### src/rtl/pixel_and_cursor_format_converter_assert.svh
// ----------------------------------------------------------------------------
// Assertion macros for the pixel and cursor format converter
// Concurrent checks that compile away when SYNTHESIS is defined.
// ----------------------------------------------------------------------------
`ifndef PIXEL_AND_CURSOR_FORMAT_CONVERTER_ASSERT_SVH
`define PIXEL_AND_CURSOR_FORMAT_CONVERTER_ASSERT_SVH
`ifndef SYNTHESIS
// same-cycle implication
`define PCFC_ASSERT_IMP(label, clk, rst_n, ante, cons, msg) \
    label: assert property (@(posedge clk) disable iff (!rst_n) (ante) |-> (cons)) \
        else $error(msg);
// next-cycle implication
`define PCFC_ASSERT_NXT(label, clk, rst_n, ante, cons, msg) \
    label: assert property (@(posedge clk) disable iff (!rst_n) (ante) |=> (cons)) \
        else $error(msg);
`else
`define PCFC_ASSERT_IMP(label, clk, rst_n, ante, cons, msg)
`define PCFC_ASSERT_NXT(label, clk, rst_n, ante, cons, msg)
`endif
`endif

### src/rtl/pcfc_pkg.sv
// ----------------------------------------------------------------------------
// pcfc_pkg
// Operation codes, format codes and shared types of the format converter.
// ----------------------------------------------------------------------------
package pcfc_pkg;

    localparam logic [1:0] OP_PAL_WR  = 2'd0;
    localparam logic [1:0] OP_CONVERT = 2'd1;
    localparam logic [1:0] OP_MONO    = 2'd2;
    localparam logic [1:0] OP_ALPHA   = 2'd3;

    localparam logic [2:0] FMT_1BPP  = 3'd0;
    localparam logic [2:0] FMT_8BPP  = 3'd1;
    localparam logic [2:0] FMT_15BPP = 3'd2;
    localparam logic [2:0] FMT_16BPP = 3'd3;
    localparam logic [2:0] FMT_24BPP = 3'd4;
    localparam logic [2:0] FMT_32BPP = 3'd5;

    localparam logic OUT_RGB  = 1'b0;
    localparam logic OUT_MONO = 1'b1;

    localparam logic CFG_IN_FORMAT  = 1'b0;
    localparam logic CFG_OUT_FORMAT = 1'b1;

    localparam logic [2:0] IN_FORMAT_RESET  = FMT_24BPP;
    localparam logic       OUT_FORMAT_RESET = OUT_RGB;

    localparam logic [23:0] RGB_WHITE    = 24'hffffff;
    localparam logic [31:0] ALPHA_OPAQUE = 32'hff000000;

    typedef logic [23:0] rgb_t;

    // palette write request
    typedef struct packed {
        logic       en;
        logic [7:0] index;
        rgb_t       rgb;
    } pal_wr_t;

    // palette read request
    typedef struct packed {
        logic       en;
        logic [7:0] index;
    } pal_rd_t;

endpackage

### src/rtl/pcfc_convert.sv
// ----------------------------------------------------------------------------
// pcfc_convert
// Widens one source pixel to RGB and applies the plain, mono-cursor or
// alpha-cursor output rule.
// ----------------------------------------------------------------------------
module pcfc_convert
    import pcfc_pkg::*;
(
    input  logic [2:0]  in_format,
    input  logic        out_format,
    input  logic [1:0]  op,
    input  logic [31:0] pixel,
    input  rgb_t        pal_rgb,
    input  logic        and_bit,
    input  logic        same,
    output logic [31:0] colour,
    output logic        mask
);

    rgb_t rgb;
    logic nz;

    always_comb
    begin
        unique case (in_format)
            FMT_1BPP:  rgb = (pixel != '0) ? RGB_WHITE : '0;
            FMT_8BPP:  rgb = pal_rgb;
            FMT_15BPP: rgb = {pixel[14:10], pixel[14:12], pixel[9:5], pixel[10:8],
                              pixel[4:0], pixel[4:2]};
            FMT_16BPP: rgb = {pixel[15:11], pixel[15:13], pixel[10:5], pixel[10:9],
                              pixel[4:0], pixel[4:2]};
            FMT_24BPP,
            FMT_32BPP: rgb = {pixel[7:0], pixel[15:8], pixel[23:16]};
            default:   rgb = '0;
        endcase
    end

    assign nz = (rgb != '0);

    always_comb
    begin
        colour = '0;
        mask   = 1'b0;
        unique case (op)
            OP_CONVERT:
            begin
                colour = (out_format == OUT_MONO) ? {31'b0, nz} : {8'b0, rgb};
            end
            OP_MONO:
            begin
                if (nz && and_bit)
                begin
                    colour = {31'b0, same};
                    mask   = 1'b1;
                end
                else
                begin
                    colour = {31'b0, nz};
                    mask   = !and_bit;
                end
            end
            OP_ALPHA:
            begin
                if (nz && and_bit)
                begin
                    colour = ALPHA_OPAQUE | {8'b0, (same ? RGB_WHITE : 24'b0)};
                end
                else
                begin
                    colour = {8'b0, rgb} | (and_bit ? 32'b0 : ALPHA_OPAQUE);
                end
            end
            default:
            begin
                colour = '0;
                mask   = 1'b0;
            end
        endcase
    end

endmodule

### config.mk
export PLATFORM = sky130hd
export DESIGN_NAME = pcfc_convert
export DESIGN_NICKNAME = d
export VERILOG_FILES = /design/src/rtl/pixel_and_cursor_format_converter_assert.svh /design/src/rtl/pcfc_pkg.sv /design/src/rtl/pcfc_convert.sv
export SDC_FILE = /design/constraint.sdc
export NUM_CORES = 1
export LEC_CHECK = 0
export ABC_AREA = 1
export BUFFER_PORTS_ARGS = -buffer_cell sky130_fd_sc_hd__buf_2
export CORE_MARGIN = 2
export CORE_UTILIZATION = 44
export DETAILED_ROUTE_END_ITERATION = 12
export PLACE_DENSITY = 0.91
export SLEW_MARGIN = 40
export SYNTH_ARGS = -nofsm -noshare
export SYNTH_HDL_FRONTEND = slang
export SYNTH_SLANG_ARGS = --single-unit
### constraint.sdc
create_clock -name vclk -period 3.7
set_input_delay 0.74 -clock vclk [all_inputs]
set_output_delay 0.74 -clock vclk [all_outputs]
set_load 0.01 [all_outputs]
# After elaboration in Yosys (flattened, before gate mapping)
# Cells that the tools add are included.
# Widths: inputs -> output; s select.
word_totals:
  out_inout_bits: 33
  regBits: 0
op_classes:
  n_reduce_logical: 6
  muxes: 10
  bitwise_logic: 1
  eq_ne: 8
ops:
  columns: ["cell", "n"]
  rows:
  - ["$pmux 24 s5", 1]
  - ["$pmux 32 s3", 1]
  - ["$mux 24", 3]
  - ["$mux 32", 2]
  - ["$or 24x32->32", 1]
  - ["$reduce_bool 32->1", 1]
  - ["$reduce_bool 24->1", 1]
  - ["$eq 3x2->1 const B", 2]
  - ["$eq 3x3->1 const B", 2]
  - ["$eq 2x2->1 const B", 2]
  - ["$eq 3x1->1 const B", 1]
  - ["$logic_not 3->1", 1]
  - ["$mux 1", 3]
  - ["$eq 2x1->1 const B", 1]
  - ["$reduce_or 2->1", 1]
  - ["$logic_and 1x1->1", 1]
  - ["$logic_not 1->1", 1]

# Longest topological paths before layout
logic_depth:
  depth_word: 7
  depth_mapped: 17
  ltp_nobuf: 16

# Worst setup path after synthesis
# Ideal clock, no wire load.
synth_timing:
  kind: "input port to output port"
  start: "in pixel[1]"
  end: "out colour[11]"
  path_stages: 15
  setup_slack_ns: 0.665
  t_arrival_ns: 2.295
  t_required_ns: 2.960
  path_buffers: 2
  path_cell_list: "nor2_1 > nand2_1 > nor2_1 > nand2_1 > o21ai_2 > buf_6 > nand3_1 > nor2_1 > nand2_1 > nor2_2 > nand2_2 > nand3_4 > nand2_4 > buf_6 > a21oi_2"
synth_via:
  elab_chain_len: 7
  elab_cells_between_ends: 9
  classes_between: "mux (5); bitwise (1); reduce/logical (3)"
synth_rtl:
  columns: ["item", "line_no", "text"]
  rows:
  - ["start, declared", "pcfc_convert.sv:12", "input logic [31:0] pixel,"]
  - ["$reduce_bool 32->1", "pcfc_convert.sv:26", "FMT_1BPP: rgb = (pixel != '0) ? RGB_WHITE : '0;"]
  - ["$mux 24", "pcfc_convert.sv:26", null]
  - ["$pmux 24 s5 *", "pcfc_convert.sv:25", "unique case (in_format)"]
  - ["$reduce_bool 24->1", "pcfc_convert.sv:38", "assign nz = (rgb != '0);"]
  - ["$logic_and 1x1->1", "pcfc_convert.sv:64", "if (nz && and_bit)"]
  - ["$mux 32", "pcfc_convert.sv:64", null]
  - ["$pmux 32 s3 *", "pcfc_convert.sv:44", "unique case (op)"]
  - ["end, declared", "pcfc_convert.sv:16", "output logic [31:0] colour,"]
# Every way passes the cells marked *; elsewhere a longest branch is shown, timed or not.

# Worst setup path after layout
layout_timing:
  start: "in pixel[9]"
  end: "out colour[3]"
# The elaborated chain is that of the path after synthesis.

==> results.toml <==
[setup_path]
critPathRequiredTime_ns = 2.96
start_kind = "primary input"
worstPathCellList = "buf_2 -> nor2_1 -> nand2_1 -> nor2_1 -> nand2_1 -> o21ai_4 -> buf_12 -> nand2_1 -> nor2_1 -> nand2_1 -> nor2_2 -> nand2_4 -> nand3_4 -> nand2_8 -> a21oi_1 -> buf_2"
cp_slowest_cell = "nor2_2"
crit_top_cell = "nand2_1"
critical_path_arrival_ns = 2.80
crit_type = "in -> out"
crit_fanout = 21
max_stage_delay_ns = 0.18
end_kind = "output port"

[global_routing]
grt_pass1_wl_um = 8420
grt_pass1_vias = 2125
grt_max_degree = 42
grt_overflow = 0
gr-usage-all-layers = 0.245
antenna_found_initial = 0

[synthesis]
synthMostInstantiatedCell = "nand2_1"
syn_nets = 393
yosys.area_share.simple = 0.551
synth_cell_types = 26
yosys-top-cells-count = "nand2_1, nor2_1, a21oi_1"
yosys_warnings = 0
yosys-top-cells-area = "nand2_1, nor2_1, a21oi_1"
synth_largest_area_cell = "nand2_1"
synth.avg_cell_area_sq_um = 4.62
synth.area.mux_share = 0
synth_top_family_by_area = "simple AND/OR/NAND/NOR gates"
postSynthCellCount = 329
ys_seq_area_frac = 0
synthAdderAreaFrac = 0
syn_area_sq_um = 1520
synth_compound_area_frac = 0.273
synth-xor-area-share = 0
synth_top_area_share = 0.284

[power]
powerDensity_nw_per_um2 = 121
leakage_nw = 1.24
vdd_ir_drop_max_mv = 0.0538
finalPower_mw = 0.250

[floorplanning]
dieArea_sq_um = 3940
die_h_um = 62.8
coreArea_sq_um = 3340
pin_count = 97
die_w_um = 62.8
start_util = 0.455
rows = 21

[timing]
max_freq_ghz = 0.283
tns_ns = 0
holdWs_ns = 1.84
fin_ws_ns = 0.164
slew_viol_final = 0
finalSetupViolCount = 0
hold_viol = 0
max_slew.worst_pin.slew_ns = 0.397
post-route-period-util = 0.956
rsz0062_at_grt = "false"
max-slew-margin-rel = 0.736
fin_crit_ns = 3.54

[cells_and_area]
syn_to_final_growth_pct = 36.0
n_antenna_cell = 0
nClkBuffers = 0
drive_gt1_frac = 0.329
sequential_cell_total = 0
nFillCells = 333
nNetsFinal = 479
design_area_sq_um = 2070
multiInputGateArea_sq_um = 1300
register_area_sq_um = 0

[place]
post-place-ws_ns = -0.0675
place_congestion = 1.02
io_buffers = 97
post-dp-hpwl_um = 4200
placed_cell_area_sq_um = 1960

[drt]
dr.pass1.iters = 5
wl_per_cell_um = 11.5
viasPerCell = 5.33
vias = 2447
drtIter0Drc = 236
antenna_left = 0
met2_length_um = 2470
finalWirelength_um = 5270
wl_met1_um = 2150
dr_wl_met3_um = 558
route.detailed.drc = 0
highest_layer = "met4"

[worst_hold_path]
holdCritPathClass = "in -> out"

[job]
drv_cap = 0

[outcome]
status = "finished, final reports clean"
worst max-delay path, delay by kind of cell:
family | cells | cell delay (ns)
and+or+nand+nor | 11 | 1.25
AOI/OAI and AO/OA | 2 | 0.35
buffers and inverters | 3 | 0.44
routing by layer:
| layer | vias to the layer above | GRT usage |
|---|---|---|
| met2 | 178 | 0.427 |
| met1 | 1038 | 0.321 |
| met3 | 10 | 0.0216 |
| met5 | - | 0 |
| li1 | 1221 | - |
| met4 | 0 | 0.0694 |
power breakdown:
part | internal (mW) | switching (mW) | total [mW]
logic | 0.101 | 0.149 | 0.250
clock network | 0 | 0 | 0
registers | 0 | 0 | 0
total | 0.101 | 0.149 | 0.250
cell families (layout without fill, tap and decap cells):
family	Yosys count	count (layout)
simple gates	201	201
compound gates	72	72
buf+inv	56	140
area by class of cell:
type               count  area share
multi-input cells    273       0.628
repair buffers       106       0.282
inverters             34      0.0618
well taps             46      0.0279
cell usage in the layout (no fill, tap or decap), types with 2 or more instances in the layout:
master	n
a21oi_1	33
a21oi_2	11
nand2_1	115
nand2_4	2
o22ai_1	6
o21ai_1	2
inv_2	4
nor2_2	7
buf_2	97
nand3_1	27
nor2_1	43
o21ai_0	17
inv_1	29
buf_4	7
metrics by stage:
| step | utilization | cells |
|---|---|---|
| global route | 0.619 | 459 |
| global placement | 0.587 | 453 |
| CTS | 0.588 | 453 |
| detailed placement | 0.587 | 453 |
| finish | 0.619 | 459 |
| floorplan | - | 329 |
worst paths after layout:
path / slack [ns] / cells past startpoint / end / from
worst min-delay path: 1.84 / 5 / mask / op[0]
worst max-delay path: 0.16 / 16 / colour[3] / pixel[9]
what timing repair did:
item | 4_1_cts | 5_1_grt
buffers inserted | 0 | 5
gates cloned | 0 | 1
hold buffers | 0 | 0
pin swaps | 0 | 3
setup endpoints to repair | 17 | 17
gates resized for setup | 1 | 10
endpoints found under the hold margin | 0 | 0
No activity file was read; power rests on OpenSTA's default activity.
